<file path="src/design/rme_pkg.sv">
`default_nettype none

package rme_pkg;

    localparam int VALUE_W    = 32;
    localparam int RESULT_W   = 32;
    localparam int CFG_W      = 32;
    localparam int CFG_ADDR_W = 2;
    localparam int CNT_W      = 5;

    // register indexes on the configuration port
    localparam logic [CFG_ADDR_W-1:0] CFG_MODULUS  = 2'd0;
    localparam logic [CFG_ADDR_W-1:0] CFG_PUB_EXP  = 2'd1;
    localparam logic [CFG_ADDR_W-1:0] CFG_PRIV_EXP = 2'd2;

    localparam logic [CFG_W-1:0] MODULUS_RST  = 32'd3233;
    localparam logic [CFG_W-1:0] PUB_EXP_RST  = 32'd7;
    localparam logic [CFG_W-1:0] PRIV_EXP_RST = 32'd1783;

    // last bit position of the value during reduction
    localparam logic [CNT_W-1:0] VALUE_LAST = 5'd31;

    typedef enum logic [2:0] {
        ST_IDLE,
        ST_REDUCE,
        ST_CHECK,
        ST_MUL_RUN,
        ST_MUL_WB,
        ST_SQ_RUN,
        ST_SQ_WB,
        ST_FINISH
    } rme_state_t;

    typedef struct packed {
        logic load;
        logic red_step;
        logic mul_load;
        logic mul_sq;
        logic mul_step;
        logic acc_wr;
        logic base_wr;
        logic exp_shift;
        logic res_wr;
    } rme_cmd_t;

    typedef struct packed {
        logic degenerate;
        logic exp_zero;
        logic exp_lsb;
        logic red_last;
        logic mul_last;
        logic out_full;
    } rme_status_t;

endpackage

`default_nettype wire

</file>
<file path="src/design/rme_ctrl.sv">
`default_nettype none

module rme_ctrl (
    input  wire                  aclk,
    input  wire                  aresetn,
    input  wire                  s_valid,
    output logic                 s_ready,
    input  wire                  m_ready,
    input  rme_pkg::rme_status_t status,
    output rme_pkg::rme_cmd_t    cmd
);

    rme_pkg::rme_state_t state_reg, state_next;

    always_ff @(posedge aclk) begin
        if (!aresetn) begin
            state_reg <= rme_pkg::ST_IDLE;
        end else begin
            state_reg <= state_next;
        end
    end

    always_comb begin
        state_next = state_reg;
        cmd        = '0;
        s_ready    = 1'b0;
        unique case (state_reg)
            rme_pkg::ST_IDLE: begin
                s_ready = 1'b1;
                if (s_valid) begin
                    cmd.load   = 1'b1;
                    state_next = status.degenerate ? rme_pkg::ST_FINISH
                                                   : rme_pkg::ST_REDUCE;
                end
            end
            rme_pkg::ST_REDUCE: begin
                cmd.red_step = 1'b1;
                if (status.red_last) begin
                    state_next = rme_pkg::ST_CHECK;
                end
            end
            rme_pkg::ST_CHECK: begin
                priority if (status.exp_zero) begin
                    state_next = rme_pkg::ST_FINISH;
                end else if (status.exp_lsb) begin
                    cmd.mul_load = 1'b1;
                    state_next   = rme_pkg::ST_MUL_RUN;
                end else begin
                    cmd.mul_load = 1'b1;
                    cmd.mul_sq   = 1'b1;
                    state_next   = rme_pkg::ST_SQ_RUN;
                end
            end
            rme_pkg::ST_MUL_RUN: begin
                cmd.mul_step = 1'b1;
                if (status.mul_last) begin
                    state_next = rme_pkg::ST_MUL_WB;
                end
            end
            rme_pkg::ST_MUL_WB: begin
                // store acc and start squaring the base right away
                cmd.acc_wr   = 1'b1;
                cmd.mul_load = 1'b1;
                cmd.mul_sq   = 1'b1;
                state_next   = rme_pkg::ST_SQ_RUN;
            end
            rme_pkg::ST_SQ_RUN: begin
                cmd.mul_step = 1'b1;
                if (status.mul_last) begin
                    state_next = rme_pkg::ST_SQ_WB;
                end
            end
            rme_pkg::ST_SQ_WB: begin
                cmd.base_wr   = 1'b1;
                cmd.exp_shift = 1'b1;
                state_next    = rme_pkg::ST_CHECK;
            end
            rme_pkg::ST_FINISH: begin
                // hold until the output register is free
                if (!status.out_full || m_ready) begin
                    cmd.res_wr = 1'b1;
                    state_next = rme_pkg::ST_IDLE;
                end
            end
            default: begin
                state_next = rme_pkg::ST_IDLE;
            end
        endcase
    end

endmodule

`default_nettype wire

</file>
<file path="src/design/rme_dpath.sv">
`default_nettype none

module rme_dpath #(
    parameter int MOD_WIDTH = 32
) (
    input  wire                              aclk,
    input  wire                              aresetn,
    input  wire                              cfg_we,
    input  wire  [rme_pkg::CFG_ADDR_W-1:0]   cfg_addr,
    input  wire  [rme_pkg::CFG_W-1:0]        cfg_wdata,
    input  wire                              s_op,
    input  wire  [rme_pkg::VALUE_W-1:0]      s_value,
    input  wire                              m_ready,
    input  rme_pkg::rme_cmd_t                cmd,
    output rme_pkg::rme_status_t             status,
    output logic                             m_valid,
    output logic [rme_pkg::RESULT_W-1:0]     m_result
);

    localparam logic [rme_pkg::CNT_W-1:0] MUL_LAST = rme_pkg::CNT_W'(MOD_WIDTH - 1);

    logic [MOD_WIDTH-1:0]          cfg_mod_reg;
    logic [rme_pkg::CFG_W-1:0]     cfg_pub_reg;
    logic [rme_pkg::CFG_W-1:0]     cfg_priv_reg;
    logic                          res_valid_reg;

    logic                          op_reg;
    logic [rme_pkg::VALUE_W-1:0]   val_reg;
    logic [rme_pkg::CFG_W-1:0]     exp_reg;
    logic [MOD_WIDTH-1:0]          base_reg;
    logic [MOD_WIDTH-1:0]          acc_reg;
    logic [MOD_WIDTH-1:0]          mul_a_reg;
    logic [MOD_WIDTH-1:0]          mul_b_reg;
    logic [MOD_WIDTH-1:0]          prod_reg;
    logic [rme_pkg::CNT_W-1:0]     cnt_reg;
    logic [rme_pkg::RESULT_W-1:0]  res_reg;

    // shared doubling step: out = (2x + add) mod m, with x, add < m
    logic [MOD_WIDTH-1:0]          step_x;
    logic [MOD_WIDTH-1:0]          step_add;
    logic [MOD_WIDTH+1:0]          step_sum;
    logic [MOD_WIDTH+2:0]          step_d1;
    logic [MOD_WIDTH+2:0]          step_d2;
    logic [MOD_WIDTH-1:0]          step_out;

    always_comb begin
        step_x   = cmd.red_step ? base_reg : prod_reg;
        step_add = cmd.red_step ? {{(MOD_WIDTH-1){1'b0}}, val_reg[rme_pkg::VALUE_W-1]}
                                : (mul_b_reg[MOD_WIDTH-1] ? mul_a_reg : '0);
        step_sum = {1'b0, step_x, 1'b0} + {2'b00, step_add};
        step_d1  = {1'b0, step_sum} - {3'b000, cfg_mod_reg};
        step_d2  = {1'b0, step_sum} - {2'b00, cfg_mod_reg, 1'b0};
        priority if (!step_d2[MOD_WIDTH+2]) begin
            step_out = step_d2[MOD_WIDTH-1:0];
        end else if (!step_d1[MOD_WIDTH+2]) begin
            step_out = step_d1[MOD_WIDTH-1:0];
        end else begin
            step_out = step_sum[MOD_WIDTH-1:0];
        end
    end

    always_ff @(posedge aclk) begin
        if (!aresetn) begin
            cfg_mod_reg   <= MOD_WIDTH'(rme_pkg::MODULUS_RST);
            cfg_pub_reg   <= rme_pkg::PUB_EXP_RST;
            cfg_priv_reg  <= rme_pkg::PRIV_EXP_RST;
            res_valid_reg <= 1'b0;
        end else begin
            if (cfg_we) begin
                unique case (cfg_addr)
                    rme_pkg::CFG_MODULUS:  cfg_mod_reg  <= cfg_wdata[MOD_WIDTH-1:0];
                    rme_pkg::CFG_PUB_EXP:  cfg_pub_reg  <= cfg_wdata;
                    rme_pkg::CFG_PRIV_EXP: cfg_priv_reg <= cfg_wdata;
                    default: ;
                endcase
            end
            if (cmd.res_wr) begin
                res_valid_reg <= 1'b1;
            end else if (m_ready) begin
                res_valid_reg <= 1'b0;
            end
        end
    end

    always_ff @(posedge aclk) begin
        if (cmd.load) begin
            op_reg   <= s_op;
            val_reg  <= s_value;
            exp_reg  <= s_op ? cfg_priv_reg : cfg_pub_reg;
            base_reg <= '0;
            acc_reg  <= MOD_WIDTH'(1);
        end
        if (cmd.load || cmd.mul_load) begin
            cnt_reg <= '0;
        end else if (cmd.red_step || cmd.mul_step) begin
            cnt_reg <= cnt_reg + 1'b1;
        end
        if (cmd.red_step) begin
            base_reg <= step_out;
            val_reg  <= {val_reg[rme_pkg::VALUE_W-2:0], 1'b0};
        end
        if (cmd.mul_load) begin
            mul_a_reg <= base_reg;
            mul_b_reg <= cmd.mul_sq ? base_reg : acc_reg;
            prod_reg  <= '0;
        end
        if (cmd.mul_step) begin
            prod_reg  <= step_out;
            mul_b_reg <= {mul_b_reg[MOD_WIDTH-2:0], 1'b0};
        end
        if (cmd.acc_wr) begin
            acc_reg <= prod_reg;
        end
        if (cmd.base_wr) begin
            base_reg <= prod_reg;
        end
        if (cmd.exp_shift) begin
            exp_reg <= {1'b0, exp_reg[rme_pkg::CFG_W-1:1]};
        end
        if (cmd.res_wr) begin
            priority if (status.degenerate) begin
                res_reg <= '0;
            end else if (op_reg) begin
                res_reg <= {{(rme_pkg::RESULT_W-8){1'b0}}, acc_reg[7:0]};
            end else begin
                res_reg <= rme_pkg::RESULT_W'(acc_reg);
            end
        end
    end

    always_comb begin
        status.degenerate = (cfg_mod_reg[MOD_WIDTH-1:1] == '0);
        status.exp_zero   = (exp_reg == '0);
        status.exp_lsb    = exp_reg[0];
        status.red_last   = (cnt_reg == rme_pkg::VALUE_LAST);
        status.mul_last   = (cnt_reg == MUL_LAST);
        status.out_full   = res_valid_reg;
    end

    assign m_valid  = res_valid_reg;
    assign m_result = res_reg;

endmodule

`default_nettype wire

</file>
<file path="src/design/rsa_modexp_char_cipher.sv">
// Textbook RSA modular exponentiation, one word at a time.
// Configuration: write modulus (index 0), public exponent (1) and private
// exponent (2) through cfg_we/cfg_addr/cfg_wdata while no word is in flight.
// Input channel s_*: s_op selects encrypt (0, public exponent) or decrypt
// (1, private exponent); s_value is the base. Output channel m_*: m_result
// is s_value ** exponent mod modulus, cut to its low byte for decrypt.
// Throughput: one word at a time. A result is written after the value is
// reduced and, for each exponent bit up to the top set bit, the base is
// squared, with a multiply into the accumulator first for each set bit; the
// next word can be taken in the cycle after the result is written. This is
// set by the single bit-serial modular multiplier (one multiplier bit per
// cycle) and the bit-serial reduction of the value. A modulus below 2 gives
// 0 with no reduction or exponentiation.
// Reset restores modulus 3233, public exponent 7, private exponent 1783 and
// empties the output register. A finished word sits in the output register;
// the next word is accepted and computed while it waits, and its result is
// held back until the receiver takes the first one.
`default_nettype none

module rsa_modexp_char_cipher #(
    parameter int MOD_WIDTH = 32
) (
    input  wire                             aclk,
    input  wire                             aresetn,
    input  wire                             cfg_we,
    input  wire  [rme_pkg::CFG_ADDR_W-1:0]  cfg_addr,
    input  wire  [rme_pkg::CFG_W-1:0]       cfg_wdata,
    input  wire                             s_valid,
    output logic                            s_ready,
    input  wire                             s_op,
    input  wire  [rme_pkg::VALUE_W-1:0]     s_value,
    output logic                            m_valid,
    input  wire                             m_ready,
    output logic [rme_pkg::RESULT_W-1:0]    m_result
);

    rme_pkg::rme_cmd_t    cmd;
    rme_pkg::rme_status_t status;

    // sequencer: load, reduce, then per exponent bit multiply if the bit is set, and square
    rme_ctrl u_ctrl (
        .aclk    (aclk),
        .aresetn (aresetn),
        .s_valid (s_valid),
        .s_ready (s_ready),
        .m_ready (m_ready),
        .status  (status),
        .cmd     (cmd)
    );

    // registers, shared doubling/add/reduce step and output register
    rme_dpath #(
        .MOD_WIDTH (MOD_WIDTH)
    ) u_dpath (
        .aclk      (aclk),
        .aresetn   (aresetn),
        .cfg_we    (cfg_we),
        .cfg_addr  (cfg_addr),
        .cfg_wdata (cfg_wdata),
        .s_op      (s_op),
        .s_value   (s_value),
        .m_ready   (m_ready),
        .cmd       (cmd),
        .status    (status),
        .m_valid   (m_valid),
        .m_result  (m_result)
    );

endmodule

`default_nettype wire

</file>
<file path="config.mk">
export PLATFORM = sky130hd
export DESIGN_NAME = rsa_modexp_char_cipher
export DESIGN_NICKNAME = d
export VERILOG_FILES = /design/src/design/rme_pkg.sv /design/src/design/rme_ctrl.sv /design/src/design/rme_dpath.sv /design/src/design/rsa_modexp_char_cipher.sv
export SDC_FILE = /design/constraint.sdc
export NUM_CORES = 1
export LEC_CHECK = 0
export BUFFER_PORTS_ARGS = -buffer_cell sky130_fd_sc_hd__clkbuf_2
export CAP_MARGIN = 25
export CORE_ASPECT_RATIO = 1.4
export CORE_MARGIN = 2
export CORE_UTILIZATION = 42
export CTS_BUF_LIST = sky130_fd_sc_hd__clkbuf_2 sky130_fd_sc_hd__clkbuf_4 sky130_fd_sc_hd__clkbuf_8
export DETAILED_ROUTE_END_ITERATION = 8
export GPL_ROUTABILITY_DRIVEN = 1
export PLACE_DENSITY = 0.68
export SETUP_SLACK_MARGIN = 0.05
export SYNTH_ARGS = -nofsm -noshare
export SYNTH_HDL_FRONTEND = slang
export SYNTH_SLANG_ARGS = --single-unit
</file>
<file path="constraint.sdc">
create_clock -name aclk -period 8.1 [get_ports aclk]
set_input_delay 0 -clock aclk [delete_from_list [all_inputs] [get_ports aclk]]
set_output_delay 0 -clock aclk [all_outputs]
set_load 0.01 [all_outputs]
</file>
Yosys cells after proc, flatten, opt, wreduce, memory -nomap -nowiden. Cells that the tools add are included.

Flip-flop bits (word level): 362. Input bits: 72. Output and inout port bits: 34. Logic and storage cells: 101.

Add/subtract/negate cells: 4. Eq/ne operators: 15. Muxes and demuxes: 43. Reductions and logical operators: 20.

Operators with widths (number): $mux W32 (18); $mux W31 (2); $sub A34 B32 Y35 (1); $sub A34 B33 Y35 (1); $add A33 B32 Y34 (1); $logic_not A32 Y1 (1); $logic_not A31 Y1 (1); $mux W3 (8); $pmux W3 S8 (1); $eq A3 B3 Y1 const B (4); $mux W1 (11); $reduce_bool A2 Y1 (5); $ne A2 B2 Y1 const B (4); $eq A3 B2 Y1 const B (2); $reduce_and A2 Y1 (3); $add A5 B1 Y5 const B (1); $eq A5 B5 Y1 const B (1); $reduce_and A5 Y1 (1); $mux W2 (2); $pmux W2 S2 (1); $reduce_or A2 Y1 (2); $eq A3 B1 Y1 const B (1); $logic_not A3 Y1 (1); $logic_or A1 B1 Y1 (3); 6 further kinds (6).

Logic depth before layout (Yosys ltp).
Depth in word-level cells: 9. Mapped depth: 27. Mapped depth without buffers: 23.

Modules after synthesis. From an unflattened synthesis, not the netlist that was laid out.

Cell total of the unflattened synthesis: 2094. Area, all modules: 20776.2 um^2.

Modules (own cells, without submodules): rme_dpath (times used 1, cells each 2052, area an instance 20440.9 um^2, seq. area each 9729.3 um^2); rme_ctrl (times used 1, cells each 42, area an instance 335.3 um^2, seq. area each 60.1 um^2).

Worst setup path before layout. OpenSTA, ideal clock, no wires.

Path type: register to register. From: register u_ctrl.state_reg[2]. To: register u_dpath.base_reg[12] (data pin). Library setup time: 270 ps. Arrival: 5348 ps. Required time: 7830 ps. Path slack: 2482 ps. Cell stages (with the launch flop): 25. Path buffers: 3. Clock period less this slack: 5618 ps. Path through: dfxtp_1 -> nor3b_2 -> clkbuf_1 -> buf_1 -> nand2_1 -> nand2_1 -> ha_1 -> and2_1 -> a221o_1 -> o21ai_4 -> a21boi_0 -> o311ai_0 -> nor3_1 -> or3_1 -> ha_1 -> a21oi_1 -> o21ai_1 -> and2_1 -> a221o_1 -> a31o_2 -> a21boi_0 -> o21bai_2 -> buf_2 -> a32oi_1 -> o21ai_0.

Cells in the longest elaborated chain, start to end: 9. Elaborated cells on any way between the ends: 13. Those cells by class: add/sub (3); eq/ne (2); mux (8).

RTL lines: start, declared (line rme_ctrl.sv:13) `rme_pkg::rme_state_t state_reg, state_next;`; start signal, assigned (line rme_ctrl.sv:17) `state_reg <= rme_pkg::ST_IDLE;`; start signal, assigned (line rme_ctrl.sv:19) `state_reg <= state_next;`; $eq A3 B1 Y1 (line rme_ctrl.sv:27) `unique case (state_reg)`; $mux W1 (line rme_ctrl.sv:27); $mux W32, on equally long branches (line rme_dpath.sv:48, rme_dpath.sv:47); $add A33 B32 Y34 (line rme_dpath.sv:50) `step_sum = {1'b0, step_x, 1'b0} + {2'b00, step_add};`; $sub A34 B32 Y35 (line rme_dpath.sv:51) `step_d1 = {1'b0, step_sum} - {3'b000, cfg_mod_reg};`; $mux W32 (line rme_dpath.sv:55) `end else if (!step_d1[MOD_WIDTH+2]) begin`; $mux W32 (line rme_dpath.sv:53) `priority if (!step_d2[MOD_WIDTH+2]) begin`; $mux W32 (line rme_dpath.sv:98) `if (cmd.red_step) begin`; $mux W32 (*) (line rme_dpath.sv:114) `if (cmd.base_wr) begin`; end signal, assigned (line rme_dpath.sv:99) `base_reg <= step_out;`; end signal, assigned (line rme_dpath.sv:115) `base_reg <= prod_reg;`; end, declared (line rme_dpath.sv:30) `logic [MOD_WIDTH-1:0] base_reg;`.

Mark *: on every way between the ends. The rest lies on a longest branch, timed or not. A chain may end at the register's enable or synchronous reset.

Final worst setup path.
From: register u_ctrl.state_reg[0]. To: register u_dpath.base_reg[1] (data pin).

Same word-level chain as after synthesis.

==> metrics <==
gr ovfl total 0; global-route wire length before repair 90730 um; Post-synth EDFFs 254; biggest area consumer among synthesized cells edfxtp_1; WS Path Type flop to flop; Max Cap Viol 0; CP Launch Type flop; wire per inst 18.95 um; setup TNS 0 ns; status finished, final reports clean; final critical-path share of the clock period 91.69%; most common cell after layout, fill and taps aside nand2_1; Rows 97; I/O Buffers 105; Least-Margin Pin Slew 0.9918 ns; CORE AREA 49760 um^2; # fillers 4702; initial antenna violation count 1; Post-synth top flop edfxtp_1; worst slack at placement 0.8338 ns; Yosys top cell area share 36.29%; layout cell share with drive strength beyond 1 10.94%; HP Class input port to flop; top post-synthesis cells by area edfxtp_1 (36%), dfxtp_1 (10%), nand2_1 (7.5%); I/O Pins 106; max_slew headroom 33.88%; Critical R2R Launch u_ctrl.state_reg[0]$_SDFFE_PN0P_; Syn Inst Count 2209; Ys Warns 0; Layout area overhead 14.49%; post-synth net total 2381; drt initial violations 1345; Fin. Hold Viols 0; GP Congestion 0.9316; reg2reg path depth 22; Final WS setup 0.6728 ns; CTS clk-pin slew, worst paths 0.07 ns; clock tree sinks 362; starting density of the core 42.24%; Synth Area per Inst 9.515 um^2; worst skew pair latency 0.65 ns; delay of the slowest cell on the worst path 0.87 ns; Max Slew Vio Count 0; TritonCTS clock tree built; Setup violations, final 0; DRT Pass-1 Iters 5; PostCTS Resize Cnt 0; number of antenna-violating nets in the routed design 0; mapped cell area 21020 um^2; sequential fraction of the synthesis area 46.57%; RSZ-0062 raised after global routing false; most frequent cells in the layout nand2_1 (420), edfxtp_1 (254), o21ai_0 (146); #FFs+latches synth 362; Fmax 134.6 MHz; CTS Buffer Depth 3; Reg2Reg Setup Slack 0.67 ns; CP arrival 7.86 ns; Yosys cell types 84; Critical Path RT 8.54 ns; DIE WIDTH 193.1 um; post-synthesis async set-or-reset flop share 0%; crit-path max FO 56; Post-DP HPWL 41930 um; CTS Buf Count 55; reg2reg end u_dpath.base_reg[1]$_DFFE_PP_; via/cell ratio 5.671; Worst Skew 0.05029 ns; via count 17230; Global Route Usage Sum 21.96%; critical path endpoint u_dpath.base_reg[1]$_DFFE_PP_; min Tclk post-route 7.427 ns; die height 268.7 um; Routed WL 57580 um; critical path launch point u_ctrl.state_reg[0]$_SDFFE_PN0P_; # nets final 2519; kind of end point of the critical path flop; largest net degree at the start of global routing 101; Remaining DRCs 0; full die area 51880 um^2; vias in the first global route 16750; Slowest-stage cell, CP dfxtp_1; Root Buffer clkbuf_8; Cell Chain, Critical Path nand2_2 -> buf_4 -> and3_1 -> ha_1 -> o21a_1 -> o21ai_0 -> a21oi_1 -> o21ai_0 -> nand2b_1 -> a21oi_1 -> xnor2_1 -> ha_1 -> nand3_1 -> nor3_1 -> a22o_1 -> a21o_1 -> a31o_2 -> a311oi_4 -> buf_4 -> nor2_1 -> inv_1 -> o221ai_1; H-tree Lvls 2
-- per-stage QoR --
step / std cells / cell area [um^2] / util [%] / hold slack [ns]
after detailed placement: 2861 / 22150 / 44.52 / 0.2498
after global routing: 3038 / 24060 / 48.36 / 0.08258
final: 3038 / 24060 / 48.36 / 0.05549
after CTS: 3035 / 24020 / 48.27 / 0.01451
after floorplan: 2209 / 21020 / - / 0.09887
after global placement: 2859 / 22100 / 44.42 / 0.2427
-- synthesized netlist by cell type (all sizes together), types with 17 or more instances --
| master | n |
|---|---|
| nor2 | 71 |
| a22o | 33 |
| xnor2 | 43 |
| xor2 | 33 |
| a32oi | 20 |
| o21ai | 181 |
| ha | 97 |
| a21oi | 112 |
| mux2i | 90 |
| nor4 | 17 |
| a21boi | 85 |
| edfxtp | 254 |
| a21o | 38 |
| and2 | 62 |
| nand4 | 22 |
| nand2 | 424 |
| inv | 65 |
| nand3 | 47 |
| dfxtp | 108 |
| and3 | 46 |
| clkbuf | 111 |
| nor3 | 35 |
| nor2b | 21 |
-- worst max-delay path: cells and delay by family, from the launching register on --
family,cells,cell delay [ns]
and+or+nand+nor,6,1.81
buffers and inverters,3,0.88
adders and majority gates,2,0.84
AOI/OAI and AO/OA,10,2.61
DFF,1,0.87
xor gates and xnor gates,1,0.20
-- how the worst min path moves through the flow --
stage | start | to | slack, ns | depth (start not counted)
after floorplan | s_op | u_dpath.op_reg$_DFFE_PP_ | 0.1 | 0
after global placement | s_value[0] | u_dpath.val_reg[0]$_SDFFE_PP0P_ | 0.24 | 3
after detailed placement | s_value[0] | u_dpath.val_reg[0]$_SDFFE_PP0P_ | 0.25 | 3
after CTS | cfg_addr[0] | u_dpath.cfg_priv_reg[11]$_SDFFE_PN0P_ | 0.01 | 5
after global routing | cfg_addr[0] | u_dpath.cfg_priv_reg[11]$_SDFFE_PN0P_ | 0.08 | 5
final | cfg_addr[0] | u_dpath.cfg_priv_reg[31]$_SDFFE_PN0P_ | 0.06 | 5
-- cell type report --
class	count	area [um^2]	area share, %
Multi-Input combinational cell	1658	10550	43.84
Sequential cell	362	9789	40.68
Timing Repair Buffer	204	1504	6.250
Clock buffer	85	1026	4.263
Tap cell	643	804.5	3.343
Inverter	66	247.7	1.029
Clock inverter	19	141.4	0.5875
Antenna cell	1	2.502	0.01040
-- logic make-up after synthesis --
family	count (synthesis)	share of synthesized area, %
flops	362	46.57
xor+xnor	76	3.167
compound gates	601	18.91
fa+ha+maj	100	6.060
mux	90	4.286
buf+inv	189	3.488
simple gates	791	17.52
-- metal layers --
layer	vias up	track usage (%)	routed length [um]
li1	8331	-	-
met1	8246	27.55	23790
met2	537	38.57	28720
met3	113	2.525	3038
met4	0	8.251	2031
met5	-	0	0
-- timing repair --
action,CTS,global route
setup buffers,0,0
endpoints found under the setup margin,0,0
hold buffers,70,0
hold endpoints to repair,137,0
Power is not shown: default switching activity piles up to over one toggle a cycle in this logic, so the estimate is an artifact.
